File: config.mk
export PLATFORM = sky130hd
export DESIGN_NAME = triangle_max_path_sum
export DESIGN_NICKNAME = d
export VERILOG_FILES = /design/src/design/tmps_pkg.sv /design/src/design/triangle_max_path_sum.sv /design/src/design/tmps_cell.sv /design/src/design/tmps_ctrl.sv
export SDC_FILE = /design/constraint.sdc
export NUM_CORES = 2
export LEC_CHECK = 0
export BUFFER_PORTS_ARGS = -buffer_cell sky130_fd_sc_hd__buf_4
export CAP_MARGIN = 25
export CORE_AREA = 4 4 572 574
export CTS_CLUSTER_DIAMETER = 120
export DETAILED_ROUTE_END_ITERATION = 8
export DIE_AREA = 0 0 576 578
export GPL_TIMING_DRIVEN = 0
export PLACE_DENSITY_LB_ADDON = 0.3
export SLEW_MARGIN = 10
export SYNTH_ARGS = -nofsm -noshare
export SYNTH_HDL_FRONTEND = slang
export SYNTH_SLANG_ARGS = --single-unit
File: constraint.sdc
create_clock -name clk -period 22.6 [get_ports clk]
set_clock_uncertainty 0.15 [all_clocks]
set_input_delay 4.52 -clock clk [delete_from_list [all_inputs] [get_ports clk]]
set_output_delay 4.52 -clock clk [all_outputs]
set_load 0.01 [all_outputs]
File: src/design/tmps_pkg.sv
// Shared constants and types for the triangle maximum path sum block.
`timescale 1ns / 1ps

package tmps_pkg;

    // Deepest triangle supported, one chain cell per column.
    localparam int MAX_ROWS = 128;
    localparam int IDX_W    = $clog2(MAX_ROWS);

    // Fixed field widths.
    localparam int ENTRY_W  = 7;
    localparam int SUM_W    = 14;
    localparam int CFG_W    = 8;
    localparam int IN_TDATA_W  = 8;
    localparam int OUT_TDATA_W = 16;

    // Width that holds both the row count register and MAX_ROWS itself.
    localparam int CNT_W = (IDX_W + 1 > CFG_W) ? IDX_W + 1 : CFG_W;

    localparam logic [SUM_W-1:0] SUM_MAX = {SUM_W{1'b1}};

    // Control broadcast from the update unit to every cell of the chain.
    typedef struct packed {
        logic             push;   // a new best sum enters the chain
        logic             pop;    // the head value was consumed, chain shifts
        logic [IDX_W-1:0] tail;   // cell that takes the new best sum
        logic [SUM_W-1:0] data;   // new best sum
    } cell_ctl_t;

endpackage

File: src/design/triangle_max_path_sum.sv
// Top level of the triangle maximum path sum block.
`timescale 1ns / 1ps

// Entries of a number triangle arrive one per transfer, apex first and each
// row left to right; the block takes one entry every clock cycle. The best
// path sums of the previous row live in a chain of cells that acts as a
// queue: the head cell always holds the sum needed by the next entry, and each
// new sum is written into the tail. After the last entry of the last row (set
// by the row-count register, to be written through cfg_we/cfg_wdata only
// while the block is idle; the block does not enforce this) one transfer
// carries the largest path sum, and counting restarts for the next triangle.
// A finished result sits in an output register; input stalls only while that
// register is full and not being taken.
module triangle_max_path_sum
    import tmps_pkg::*;
(
    input  logic                   clk,
    input  logic                   rst_n,
    input  logic                   cfg_we,
    input  logic [CFG_W-1:0]       cfg_wdata,     // num_rows
    input  logic                   s_tvalid,
    output logic                   s_tready,
    input  logic [IN_TDATA_W-1:0]  s_tdata,       // [6:0] entry_value
    output logic                   m_tvalid,
    input  logic                   m_tready,
    output logic [OUT_TDATA_W-1:0] m_tdata        // [13:0] max_sum
);

    logic                   accept;
    cell_ctl_t              ctl;
    logic                   res_valid;
    logic [SUM_W-1:0]       res_sum;
    logic [SUM_W-1:0]       chain [MAX_ROWS];
    logic                   m_tvalid_reg, m_tvalid_next;
    logic [SUM_W-1:0]       m_sum_reg, m_sum_next;

    // Take an entry unless a result waits and is not being taken.
    assign s_tready = !m_tvalid_reg || m_tready;
    assign accept   = s_tvalid && s_tready;

    tmps_ctrl u_ctrl (
        .clk         (clk),
        .rst_n       (rst_n),
        .cfg_we      (cfg_we),
        .cfg_wdata   (cfg_wdata),
        .accept      (accept),
        .entry_value (s_tdata[ENTRY_W-1:0]),
        .head_best   (chain[0]),
        .ctl         (ctl),
        .res_valid   (res_valid),
        .res_sum     (res_sum)
    );

    // Chain of column cells; on a pop, each cell below the tail shifts toward the head.
    genvar gi;
    generate
        for (gi = 0; gi < MAX_ROWS; gi++)
        begin : g_cell
            logic [SUM_W-1:0] upper;
            if (gi == MAX_ROWS - 1)
            begin : g_end
                assign upper = '0;
            end
            else
            begin : g_mid
                assign upper = chain[gi+1];
            end
            tmps_cell u_cell (
                .clk       (clk),
                .cell_idx  (IDX_W'(gi)),
                .ctl       (ctl),
                .next_best (upper),
                .best      (chain[gi])
            );
        end
    endgenerate

    // Output register.
    always_comb
    begin
        m_tvalid_next = m_tvalid_reg;
        m_sum_next    = m_sum_reg;
        if (res_valid)
        begin
            m_tvalid_next = 1'b1;
            m_sum_next    = res_sum;
        end
        else if (m_tready)
        begin
            m_tvalid_next = 1'b0;
        end
    end

    always_ff @(posedge clk or negedge rst_n)
    begin
        if (!rst_n)
        begin
            m_tvalid_reg <= 1'b0;
        end
        else
        begin
            m_tvalid_reg <= m_tvalid_next;
        end
    end

    always_ff @(posedge clk)
    begin
        m_sum_reg <= m_sum_next;
    end

    assign m_tvalid = m_tvalid_reg;
    assign m_tdata  = OUT_TDATA_W'(m_sum_reg);

endmodule

File: src/design/tmps_cell.sv
// One cell of the column-best chain: holds one best path sum.
`timescale 1ns / 1ps

module tmps_cell
    import tmps_pkg::*;
(
    input  logic             clk,
    input  logic [IDX_W-1:0] cell_idx,   // position of this cell in the chain
    input  cell_ctl_t        ctl,
    input  logic [SUM_W-1:0] next_best,  // value held by the neighbor above
    output logic [SUM_W-1:0] best
);

    logic [SUM_W-1:0] best_reg;
    logic [SUM_W-1:0] best_next;

    // The tail cell takes the new sum; on a pop, cells ahead of it shift toward the head.
    always_comb
    begin
        best_next = best_reg;
        if (ctl.push)
        begin
            if (cell_idx == ctl.tail)
            begin
                best_next = ctl.data;
            end
            else if (ctl.pop && (cell_idx < ctl.tail))
            begin
                best_next = next_best;
            end
        end
    end

    // Payload storage, no reset needed.
    always_ff @(posedge clk)
    begin
        best_reg <= best_next;
    end

    assign best = best_reg;

endmodule

File: src/design/tmps_ctrl.sv
// Row and column counters, best-sum update and running bottom-row maximum.
`timescale 1ns / 1ps

module tmps_ctrl
    import tmps_pkg::*;
(
    input  logic               clk,
    input  logic               rst_n,
    input  logic               cfg_we,
    input  logic [CFG_W-1:0]   cfg_wdata,
    input  logic               accept,
    input  logic [ENTRY_W-1:0] entry_value,
    input  logic [SUM_W-1:0]   head_best,   // previous row's best at this column
    output cell_ctl_t          ctl,
    output logic               res_valid,
    output logic [SUM_W-1:0]   res_sum
);

    logic [CFG_W-1:0] num_rows_reg, num_rows_next;
    logic [IDX_W-1:0] row_reg, row_next;
    logic [IDX_W-1:0] col_reg, col_next;
    logic [SUM_W-1:0] left_reg, left_next;
    logic [SUM_W-1:0] bmax_reg, bmax_next;

    logic [CNT_W-1:0] rows_eff;
    logic             last_col;
    logic             last_row;
    logic [SUM_W-1:0] old_here;
    logic [SUM_W-1:0] left_cand;
    logic [SUM_W-1:0] pick;
    logic [SUM_W:0]   sum_wide;
    logic [SUM_W-1:0] best;
    logic [SUM_W-1:0] bmax_upd;

    // Row count with zero taken as one and large values capped.
    always_comb
    begin
        rows_eff = CNT_W'(num_rows_reg);
        if (num_rows_reg == '0)
        begin
            rows_eff = CNT_W'(1);
        end
        else if (CNT_W'(num_rows_reg) > CNT_W'(MAX_ROWS))
        begin
            rows_eff = CNT_W'(MAX_ROWS);
        end
    end

    // New best sum for the current entry, saturating.
    always_comb
    begin
        last_col  = (col_reg == row_reg);
        last_row  = ((CNT_W'(row_reg) + CNT_W'(1)) >= rows_eff);
        old_here  = last_col ? '0 : head_best;
        left_cand = (col_reg == '0) ? '0 : left_reg;
        pick      = (left_cand > old_here) ? left_cand : old_here;
        sum_wide  = {1'b0, pick} + (SUM_W + 1)'(entry_value);
        best      = sum_wide[SUM_W] ? SUM_MAX : sum_wide[SUM_W-1:0];
        bmax_upd  = ((col_reg == '0) || (best > bmax_reg)) ? best : bmax_reg;
    end

    // Chain control: pop the head for every column but the last of a row.
    always_comb
    begin
        ctl.push = accept;
        ctl.pop  = !last_col;
        ctl.tail = last_col ? row_reg : row_reg - IDX_W'(1);
        ctl.data = best;
    end

    // Result of a finished triangle.
    assign res_valid = accept && last_col && last_row;
    assign res_sum   = bmax_upd;

    // Next-state logic for counters and running values.
    always_comb
    begin
        num_rows_next = cfg_we ? cfg_wdata : num_rows_reg;
        row_next      = row_reg;
        col_next      = col_reg;
        left_next     = left_reg;
        bmax_next     = bmax_reg;
        if (accept)
        begin
            left_next = old_here;
            if (last_row)
            begin
                bmax_next = bmax_upd;
            end
            if (last_col)
            begin
                col_next  = '0;
                left_next = '0;
                if (last_row)
                begin
                    row_next  = '0;
                    bmax_next = '0;
                end
                else
                begin
                    row_next = row_reg + IDX_W'(1);
                end
            end
            else
            begin
                col_next = col_reg + IDX_W'(1);
            end
        end
    end

    always_ff @(posedge clk or negedge rst_n)
    begin
        if (!rst_n)
        begin
            num_rows_reg <= CFG_W'(100);
            row_reg      <= '0;
            col_reg      <= '0;
            left_reg     <= '0;
            bmax_reg     <= '0;
        end
        else
        begin
            num_rows_reg <= num_rows_next;
            row_reg      <= row_next;
            col_reg      <= col_next;
            left_reg     <= left_next;
            bmax_reg     <= bmax_next;
        end
    end

endmodule
==> results.toml <==
[sta]
tightest_slew_ps = 1180
setup_viol = 0
rsz0062_at_grt = "no"
hold_viol = 0
tns_ps = 0
period_needed_ps = 13320
slew_violations = 0
max_freq_ghz = 0.0751
fin_crit_sh_pct = 59.0
slew_headroom_pct = 21.6

[grt]
grt_max_degree = 52
first_global_vias = 56800
use_met1_pct = 24.8
busiest_layer = "met2"
met3_usage_pct = 5.27
grt_remaining_overflow = 0
grt_util_all_layers_pct = 18.8
grt_first_pass_wirelength_um = 445000
antenna_found_initial = 58
grtUsageMet2_pct = 28.2

[routing]
drt_iter0_markers = 8799
num_vias = 60200
ant_nets = 0
dr.pass1.iters = 6
wl_per_cell_um = 27.3
drt-total-wl_um = 324000
drc = 0
via_per_inst = 5.08

[place]
dp_hpwl_um = 230000
io_buffers = 34
dpl_cell_area_sq_um = 88000
gp_congestion = 0.994

[flow_run]
drv_cap = 0

[pwr]
max-vdd-ir-drop_v = 0.000101
powerDensity_nw_per_um2 = 112
leakagePower_nw = 34.2
total_power_mw = 10.6

[floorplan]
core_sq_um = 323000
dieArea_sq_um = 333000
pin_count = 39
die_w_um = 576
row_count = 209
initial_utilization_pct = 24.9
fp.dieH_um = 578

[worst_setup_path]
path_common_cell = "clkbuf_1"
worst_setup_path_end_kind = "flip-flop"
arrival_ps = 13950
crit_fanout = 10
worstPathRequired_ps = 23230
slowest_stage = "buf_1"
cpPeakStageDelay_ps = 810
worstSetupPathType = "reg -> reg"
worstSetupStartpointType = "flip-flop"

[layout]
area_delta_synth_final_pct = 17.4
final_nets = 7420
final_common_cell = "edfxtp_1"
final_cell_mix = "edfxtp_1, nand2_1, o21ai_0, a21oi_1, nor2_1"
largest_reg_flops = 1792
drive_gt1_share_pct = 12.5
utilization_pct = 29.2
design_area_sq_um = 94300

[min_path]
hold_path_class = "reg -> reg"

[logic_synthesis]
synth_edf_count = 1806
syn_area_sq_um = 80300
syn_avg_cell_area_sq_um = 11.5
yosysUniqueCellTypes = 92
ys_warn_count = 0
ys_seq_area_share_pct = 69.2
synthFlopType = "edfxtp_1"
ys_ff_latch = 1857
syn_inst = 6958
synth-async-reset-ratio_pct = 2.75

[clock_network]
cts_resized = 0
cts.sinks = 1857
ctsHtreeMaxLevel = 4
clk_pin_slew_ps = 60
cts_made_buffers = 195
root_buffer = "clkbuf_16"
clockBufferDepth = 3
clock_latency_ps = 870
cts_setup_buffers = 0
postCtsHoldBufs = 0
cts_tree = "done"

[status]
status = "completed"
kinds of logic (layout without fill, tap and decap cells):
kind of cell             Yosys count  count (layout)  synth area share [%]
other                              1              31               0.00467
adder cells (fa/ha/maj)           48              48                 0.758
multiplexers                     167             167                  2.30
buffers and inverters            640            1192                  3.34
XOR/XNOR                          32              32                 0.387
AO/OA/AOI/OAI                   2011            2011                  13.0
AND/OR/NAND/NOR                 2202            2202                  11.0
flip-flops                      1857            1857                  69.2
Yosys cell counts (15+ instances only):
library cell,n,area share (%)
ha_1,47,0.73
o21a_1,16,0.15
clkbuf_1,421,2.0
nand2_1,1571,7.3
o21ai_0,1070,6.7
and3_1,16,0.12
edfxtp_1,1806,68
nor3_1,35,0.22
mux2i_1,25,0.31
nand4_1,17,0.13
o21ai_1,386,2.4
a22o_1,15,0.16
buf_2,116,0.72
and2_1,28,0.22
mux2_2,137,1.9
nand3_1,45,0.28
dfrtp_1,48,1.5
xnor2_1,22,0.24
a21oi_1,429,2.7
buf_1,27,0.13
a31oi_1,16,0.12
nor2_1,419,2.0
inv_1,39,0.18
metal layers:
metal  routed length (um)  part of all wire (%)  up-vias
met4                18000                   5.6       22
met5                  267                 0.082        -
met1               130000                    40    30100
met3                35600                    11      767
li1                     -                     -    25800
met2               140000                    43     3557
worst paths after layout:
path                                    start                     end  slack (ps)  depth (start not counted)
min reg2reg                u_ctrl.left_reg[1]      u_ctrl.left_reg[1]         320                          2
max in group asynchronous               rst_n     u_ctrl.bmax_reg[12]       18120                          1
min                        u_ctrl.left_reg[1]      u_ctrl.left_reg[1]         320                          2
min in group asynchronous               rst_n  u_ctrl.num_rows_reg[1]        3580                          1
max                         u_ctrl.row_reg[0]      u_ctrl.bmax_reg[4]        9280                         37
max reg2reg                 u_ctrl.row_reg[0]      u_ctrl.bmax_reg[4]        9280                         37
metrics by stage:
stage	hold slack (ps)	worst slack, ps	std cells
floorplan	292	13220	6959
global placement	307	9150	11300
detailed placement	318	9630	11500
CTS	332	9570	11800
global route	350	8760	11800
finish	324	9280	11900
power breakdown:
group          internal, mW  switching, mW  total (mW)
clock network          1.75           1.44        3.19
logic                 0.507           2.61        3.11
registers              4.16          0.108        4.27
total                  6.42           4.15        10.6
final cells by class:
type	count	area [sq um]
Tap cell	4325	5410
Buffer	586	2560
Clock inverter	130	1130
Antenna cell	29	72.6
Sequential cell	1857	55500
Fill cell	33100	228000
Multi-Input combinational cell	4462	22400
Clock buffer	227	5040
Inverter	54	203
Timing Repair Buffer	195	1930
critical path: cells and delay by family (launching register included):
| family | cells | cell delay (ps) |
|---|---|---|
| AO/OA/AOI/OAI | 12 | 2530 |
| XOR/XNOR | 1 | 180 |
| adder cells (fa/ha/maj) | 3 | 1210 |
| buffers and inverters | 12 | 5990 |
| flip-flops | 1 | 590 |
| AND/OR/NAND/NOR | 9 | 2440 |
(Power assumes the default switching activity.)
